**config.mk**
```make
export PLATFORM = sky130hd
export DESIGN_NAME = jpeg_frame_header_scanner_unit
export DESIGN_NICKNAME = d
export VERILOG_FILES = /design/src/hdl/jfhs_pkg.sv /design/src/hdl/jfhs_core.sv /design/src/hdl/jpeg_frame_header_scanner_unit.sv
export SDC_FILE = /design/constraint.sdc
export NUM_CORES = 1
export LEC_CHECK = 0
export ABC_AREA = 1
export BUFFER_PORTS_ARGS = -buffer_cell sky130_fd_sc_hd__buf_2
export CAP_MARGIN = 20
export CORE_AREA = 4 4 119 121
export CTS_BUF_LIST = sky130_fd_sc_hd__clkbuf_8
export CTS_CLUSTER_SIZE = 16
export DETAILED_ROUTE_END_ITERATION = 12
export DIE_AREA = 0 0 123 125
export HOLD_SLACK_MARGIN = 0.15
export PLACE_DENSITY_LB_ADDON = 0.08
export SLEW_MARGIN = 20
export SYNTH_ARGS = -nofsm -noshare
export SYNTH_HDL_FRONTEND = slang
export SYNTH_SLANG_ARGS = --single-unit
```
**constraint.sdc**
```tcl
create_clock -name clk_i -period 3.9 [get_ports clk_i]
set_input_delay 0.39 -clock clk_i [delete_from_list [all_inputs] [get_ports clk_i]]
set_output_delay 0.39 -clock clk_i [all_outputs]
set_load 0.03 [all_outputs]
```
**src/hdl/jfhs_pkg.sv**
```systemverilog
// Shared types and constants for the JPEG frame header scanner.
package jfhs_pkg;

  // Result status codes
  localparam logic [2:0] StFrameFound  = 3'd0;
  localparam logic [2:0] StBadSoi      = 3'd1;
  localparam logic [2:0] StNonMarker   = 3'd2;
  localparam logic [2:0] StUnsupSof    = 3'd3;
  localparam logic [2:0] StTruncated   = 3'd4;
  localparam logic [2:0] StBadLength   = 3'd5;

  // Frame modes
  localparam logic [1:0] ModeUnknown   = 2'd0;
  localparam logic [1:0] ModeBaseline  = 2'd1;
  localparam logic [1:0] ModeExtended  = 2'd2;
  localparam logic [1:0] ModeLossless  = 2'd3;

  // Marker bytes
  localparam logic [7:0] MarkerPrefix  = 8'hFF;
  localparam logic [7:0] CodeSoi       = 8'hD8;
  localparam logic [7:0] CodeSof0      = 8'hC0;
  localparam logic [7:0] CodeSof1      = 8'hC1;
  localparam logic [7:0] CodeSof2      = 8'hC2;
  localparam logic [7:0] CodeSof3      = 8'hC3;
  localparam logic [7:0] CodeDht       = 8'hC4;
  localparam logic [7:0] CodeSof5      = 8'hC5;
  localparam logic [7:0] CodeSof11     = 8'hCB;
  localparam logic [7:0] CodeDac       = 8'hCC;
  localparam logic [7:0] CodeSof13     = 8'hCD;
  localparam logic [7:0] CodeSof15     = 8'hCF;
  localparam logic [7:0] CodeSos       = 8'hDA;
  localparam logic [7:0] CodeDfLast    = 8'hDF;
  localparam logic [7:0] CodeApp0      = 8'hE0;
  localparam logic [7:0] CodeApp15     = 8'hEF;
  localparam logic [7:0] CodeCom       = 8'hFE;

  // One scan result
  typedef struct packed {
    logic [2:0]  status;
    logic [7:0]  components;
    logic [15:0] cols;
    logic [15:0] rows;
    logic [7:0]  precision;
    logic [1:0]  mode;
  } jfhs_result_t;

endpackage

```
**src/hdl/jfhs_core.sv**
```systemverilog
// Byte-wise marker walker: parse state, held frame header fields and result build.
module jfhs_core (
  input  logic                  clk_i,
  input  logic                  rst_ni,
  input  logic                  byte_valid_i,
  input  logic [7:0]            byte_i,
  input  logic                  last_i,
  output logic                  res_valid_o,
  output jfhs_pkg::jfhs_result_t res_o
);
  import jfhs_pkg::*;

  typedef enum logic [3:0] {
    PhSoiHi, PhSoiLo, PhMarkFf, PhMarkId, PhLenHi, PhLenLo, PhSkip,
    PhFlenHi, PhFlenLo, PhPrec, PhRowsHi, PhRowsLo, PhColsHi, PhColsLo, PhNcomp
  } phase_e;

  phase_e      phase_q, phase_d;
  logic [15:0] skip_q, skip_d;
  logic [7:0]  hi_q, hi_d;
  logic [1:0]  mode_q, mode_d;
  logic [7:0]  prec_q, prec_d;
  logic [15:0] rows_q, rows_d;
  logic [15:0] cols_q, cols_d;
  logic [7:0]  comps_q, comps_d;
  logic        done_q, done_d;

  logic        hit;
  logic [2:0]  hit_status;
  logic [15:0] seg_len;
  logic [15:0] skip_dec;

  assign seg_len  = {hi_q, byte_i};
  assign skip_dec = skip_q - 16'd1;

  // Advance the parser by one byte
  always_comb begin
    phase_d    = phase_q;
    skip_d     = skip_q;
    hi_d       = hi_q;
    mode_d     = mode_q;
    prec_d     = prec_q;
    rows_d     = rows_q;
    cols_d     = cols_q;
    comps_d    = comps_q;
    done_d     = done_q;
    hit        = 1'b0;
    hit_status = StFrameFound;

    if (!done_q) begin
      case (phase_q)
        PhSoiHi: begin
          hi_d    = byte_i;
          phase_d = PhSoiLo;
        end
        PhSoiLo: begin
          if (hi_q != MarkerPrefix || byte_i != CodeSoi) begin
            hit        = 1'b1;
            hit_status = StBadSoi;
          end else begin
            phase_d = PhMarkFf;
          end
        end
        PhMarkId: begin
          if (byte_i == CodeSof0 || byte_i == CodeSof1 || byte_i == CodeSof3) begin
            mode_d  = (byte_i == CodeSof0) ? ModeBaseline :
                      (byte_i == CodeSof1) ? ModeExtended : ModeLossless;
            phase_d = PhFlenHi;
          end else if (byte_i == CodeSof2 ||
                       (byte_i >= CodeSof5 && byte_i <= CodeSof11) ||
                       (byte_i >= CodeSof13 && byte_i <= CodeSof15)) begin
            hit        = 1'b1;
            hit_status = StUnsupSof;
          end else if (byte_i == CodeDht || byte_i == CodeDac || byte_i == CodeCom ||
                       (byte_i >= CodeSos && byte_i <= CodeDfLast) ||
                       (byte_i >= CodeApp0 && byte_i <= CodeApp15)) begin
            phase_d = PhLenHi;
          end else begin
            phase_d = PhMarkFf;
          end
        end
        PhLenHi: begin
          hi_d    = byte_i;
          phase_d = PhLenLo;
        end
        PhLenLo: begin
          if (seg_len < 16'd2) begin
            hit        = 1'b1;
            hit_status = StBadLength;
          end else begin
            skip_d  = seg_len - 16'd2;
            phase_d = (seg_len == 16'd2) ? PhMarkFf : PhSkip;
          end
        end
        PhSkip: begin
          skip_d = skip_dec;
          if (skip_dec == 16'd0) begin
            phase_d = PhMarkFf;
          end
        end
        PhFlenHi: phase_d = PhFlenLo;
        PhFlenLo: phase_d = PhPrec;
        PhPrec: begin
          prec_d  = byte_i;
          phase_d = PhRowsHi;
        end
        PhRowsHi: begin
          hi_d    = byte_i;
          phase_d = PhRowsLo;
        end
        PhRowsLo: begin
          rows_d  = {hi_q, byte_i};
          phase_d = PhColsHi;
        end
        PhColsHi: begin
          hi_d    = byte_i;
          phase_d = PhColsLo;
        end
        PhColsLo: begin
          cols_d  = {hi_q, byte_i};
          phase_d = PhNcomp;
        end
        PhNcomp: begin
          comps_d = byte_i;
          phase_d = PhMarkFf;
          if (prec_q != 8'd0) begin
            hit        = 1'b1;
            hit_status = StFrameFound;
          end
        end
        default: begin
          // expect the marker prefix byte
          if (byte_i != MarkerPrefix) begin
            hit        = 1'b1;
            hit_status = StNonMarker;
          end else begin
            phase_d = PhMarkId;
          end
        end
      endcase

      if (hit) begin
        done_d = 1'b1;
      end else if (last_i) begin
        hit        = 1'b1;
        hit_status = StTruncated;
      end
    end
  end

  // Result carries the held fields as updated by this byte
  assign res_valid_o      = hit;
  assign res_o.status     = hit_status;
  assign res_o.mode       = mode_d;
  assign res_o.precision  = prec_d;
  assign res_o.rows       = rows_d;
  assign res_o.cols       = cols_d;
  assign res_o.components = comps_d;

  // Hold parse state; re-arm after the last beat of a stream
  always_ff @(posedge clk_i or negedge rst_ni) begin
    if (!rst_ni) begin
      phase_q <= PhSoiHi;
      skip_q  <= '0;
      hi_q    <= '0;
      mode_q  <= ModeUnknown;
      prec_q  <= '0;
      rows_q  <= '0;
      cols_q  <= '0;
      comps_q <= '0;
      done_q  <= 1'b0;
    end else if (byte_valid_i) begin
      if (last_i) begin
        phase_q <= PhSoiHi;
        skip_q  <= '0;
        hi_q    <= '0;
        mode_q  <= ModeUnknown;
        prec_q  <= '0;
        rows_q  <= '0;
        cols_q  <= '0;
        comps_q <= '0;
        done_q  <= 1'b0;
      end else begin
        phase_q <= phase_d;
        skip_q  <= skip_d;
        hi_q    <= hi_d;
        mode_q  <= mode_d;
        prec_q  <= prec_d;
        rows_q  <= rows_d;
        cols_q  <= cols_d;
        comps_q <= comps_d;
        done_q  <= done_d;
      end
    end
  end

endmodule

```
**src/hdl/jpeg_frame_header_scanner_unit.sv**
```systemverilog
// JPEG frame header scanner: one stream byte per beat in, at most one result per byte out.
// The parse step is a single pass into the result register, so a result appears on the
// master side in the cycle after its byte; one byte per cycle is taken between stalls.
// The slave side stalls only while the result register holds a beat the sink has not taken.
// Reset (async, active low) re-arms the parser to expect the first SOI byte and empties
// the result register; the parser also re-arms after every beat that carries tlast.
module jpeg_frame_header_scanner_unit (
  input  logic        clk_i,
  input  logic        rst_ni,
  input  logic        s_axis_tvalid,
  output logic        s_axis_tready,
  input  logic [7:0]  s_axis_tdata,   // [7:0] data_byte
  input  logic        s_axis_tlast,   // last_byte
  output logic        m_axis_tvalid,
  input  logic        m_axis_tready,
  output logic [55:0] m_axis_tdata,   // [1:0] frame_mode, [9:2] sample_precision,
                                      // [25:10] image_rows, [41:26] image_cols,
                                      // [49:42] component_count, [55:50] zero
  output logic [2:0]  m_axis_tuser    // [2:0] scan_status
);
  import jfhs_pkg::*;

  logic         in_fire;
  logic         res_valid;
  jfhs_result_t res;
  logic         out_valid_q;
  jfhs_result_t out_q;

  // Accept a byte whenever the result register is free or draining
  assign s_axis_tready = !out_valid_q || m_axis_tready;
  assign in_fire       = s_axis_tvalid && s_axis_tready;

  jfhs_core u_core (
    .clk_i        (clk_i),
    .rst_ni       (rst_ni),
    .byte_valid_i (in_fire),
    .byte_i       (s_axis_tdata),
    .last_i       (s_axis_tlast),
    .res_valid_o  (res_valid),
    .res_o        (res)
  );

  // Hold the result beat until the sink takes it
  always_ff @(posedge clk_i or negedge rst_ni) begin
    if (!rst_ni) begin
      out_valid_q <= 1'b0;
    end else if (in_fire) begin
      out_valid_q <= res_valid;
    end else if (m_axis_tready) begin
      out_valid_q <= 1'b0;
    end
  end

  always_ff @(posedge clk_i) begin
    if (in_fire && res_valid) begin
      out_q <= res;
    end
  end

  assign m_axis_tvalid = out_valid_q;
  assign m_axis_tdata  = {6'd0, out_q.components, out_q.cols, out_q.rows,
                          out_q.precision, out_q.mode};
  assign m_axis_tuser  = out_q.status;

endmodule
```
==> metrics.txt <==
starting density of the core=53.71%; Tcrit/Tclk final=66.39%; power per cell area=602.0 mW/mm²; register bit total from synthesis=133; Clock transition at path regs=about 80 ps; drt total wl=17,720 µm; Slew Limit Fails=0; TritonCTS Buffers=17; IO Port Bufs=67; Clock Sinks=between 100 and 150; Filler cells=roughly 1,200; clk buf depth=2; Clock Latency Late Sink=450 ps; Ports=74; syn avg cell area=8.357 µm²; H-tree depth=4; Post-synth top cells=nand2_1, inv_1, dfrtp_1; Post-Synth Simple-Gate Area=20.35%; Worst setup SP type=flop; core area=0.01309 mm²; first-pass GRT wire length=approximately 29,000 µm; Required @ worst endpoint=3980 ps; Pre-antenna DRT Iters=5; DIE HEIGHT=125 µm; vias in the first global route=between 5,000 and 6,000; Lkg Pwr=4.154 nW; total of max-cap violations=0; post-synthesis mux area share=0%; asr flop ratio synth=60.15%; diode count=0; post-layout min period=2589 ps; DRT iter0 DRCs=613; GP Congestion=between 0.9 and 1; top post-synthesis cells by area=dfrtp_1, edfxtp_1, nand2_1, inv_1, o21ai_0; final hold violations=0; dpl cell area=0.007462 mm²; post-synth top area share=28.48%; Slew headroom=31.61%; Syn-to-layout area delta=11.84%; Mapped Cells=841; maximum fanout along the worst path=53; Least-Margin Pin Slew=1023 ps; Post-DRT Antenna Nets=0; Mapped Area=0.007028 mm²; final core occ=60.07%; Finished Cell Area=0.007860 mm²; ys flop type=dfrtp_1; XOR/XNOR Fraction of Synth Area=0.8724%; worst min path class=primary input to flop; most frequent cell after synthesis=nand2_1; # rows=42; EDFF count, synth=53; sequential area share after synthesis=51.13%; final setup vio count=0; Max Fclk=386.2 MHz; initial antenna violation count=0; vias post-DR=5,878; per-cell routed wire length=16.23 µm; Final nets=920; crit path capture type=flop; multi-input logic area=0.002620 mm²; Clock Skews=between 10 and 15 ps; Synth Area in Compound Gates=roughly 15%; die area=0.01538 mm²; drt drc=0; RSZ-0062 raised after global routing=no; Sequential cell area=around 0.0036 mm²; library cells used by synthesis=46; Via density=5.383; share of layout cells above drive strength 1=17.25%; WP data arrival=2670 ps; Die X=123 µm; status=finished, final reports clean; Crit Path Class=flop to flop; Total GRT Usage=a little under a quarter; Adder-Cell Fraction of Synth Area=0.7121%; largest family of logic cells by synthesized area=simple AND/OR/NAND/NOR gates; DP HPWL=12,540 µm; total negative setup slack=0 ps; Yosys Warn Count=0; Synth area leader=dfrtp_1; Post-CTS Setup Bufs=0; post-cts gate resize count=0; largest net degree at the start of global routing=54; VDD IR-drop max=0.0003381 V; Remaining Overflow, GRT=0; CTS tree=yes; clk root buf=clkbuf_8
==> cell families (layout without fill, tap and decap cells) <==
kind of cell,Yosys count,count (layout)
XOR/XNOR,7,7
adder cells (fa/ha/maj),4,4
flip-flops,133,133
other,1,6
buffers and inverters,206,276
AND/OR/NAND/NOR,318,318
AO/OA/AOI/OAI,172,172
==> through the flow <==
step | power (mW) | cells | hold WS (ps) | worst slack, ps
global route | 5.033 | 1092 | 328.3 | 1113
floorplan | 3.138 | 846 | 94.41 | 750.7
detailed placement | 3.589 | 1059 | 466.3 | 1190
global placement | 3.581 | 1059 | 467.2 | 1298
CTS | 4.735 | 1092 | 249.5 | 1327
finish | 4.732 | 1092 | 287.0 | 1311
==> layout make-up <==
cell class	count	share of cell area, %
Timing Repair Buffer	74	4.998
Multi-Input combinational cell	507	33.33
Clock buffer	17	2.977
Sequential cell	133	45.72
Clock inverter	15	1.958
Inverter	170	8.214
Tap cell	176	2.802
==> flip-flops by register name (all words and copies together), names as in the netlist, 3 cells and up <==
name / cells
u_core.comps_q: 8
m_axis_tuser: 3
u_core.prec_q: 8
u_core.hi_q: 8
u_core.cols_q: 16
u_core.rows_q: 16
u_core.phase_q: 4
u_core.skip_q: 16
m_axis_tdata: 50
==> critical path, cell delays in order, from the launching register on <==
cell and delay (ps):
dfrtp_1 460, inv_2 110, nand2_1 70, nor3_2 160, nand2_1 130, nor2_4 120
nand2_1 110, nand3_1 80, nor2_1 60, nand2_1 90, o21ai_1 120, nor2_4 100
buf_4 580
==> placed cells by master (no fill, tap or decap), types with 9 or more instances in the layout <==
cell type  Yosys  final
nand2_1      164    164
o22ai_1       58     58
nor2_1        65     64
dfrtp_1       80     80
edfxtp_1      53     53
clkbuf_8       0     17
nand3_1       40     40
nor3_1         9      9
inv_1        153    153
inv_2         14     14
buf_2          3     66
a21oi_1       12     12
o22ai_2        9      9
nand4_1       13     13
o21ai_0       76     76
==> repair_timing <==
| action | CTS | global route |
|---|---|---|
| hold buffers | 1 | 0 |
| endpoints found under the setup margin | 0 | 0 |
| endpoints found under the hold margin | 51 | 0 |
==> worst paths after layout <==
| path | slack (ps) | endpoint | cells past startpoint | start |
|---|---|---|---|---|
| max | 1310 | m_axis_tdata[42] | 12 | u_core.hi_q[0] |
| min | 290 | m_axis_tvalid | 4 | m_axis_tready |
| max reg2reg | 1310 | m_axis_tdata[42] | 12 | u_core.hi_q[0] |
| min reg2reg | 490 | u_core.mode_q[1] | 2 | u_core.mode_q[1] |
| max in group asynchronous | 2520 | u_core.prec_q[7] | 3 | rst_ni |
| min in group asynchronous | 510 | u_core.skip_q[6] | 2 | rst_ni |
==> report_power, final <==
part	internal (mW)	total, mW	switching, mW
Sequential	1.70	1.87	0.171
Combinational	0.474	1.71	1.24
Clock	0.572	1.15	0.574
==> metal layers <==
layer / share of wire (%) / up-vias / GRT usage (%)
met3: 5.7 / 12 / 5.194
li1: - / 2866 / -
met5: 0 / - / 0
met1: 47 / 2821 / 34.35
met2: 47 / 179 / 37.09
met4: 0.85 / 0 / 4.691
Note: power is estimated with default switching activity, not from simulation.
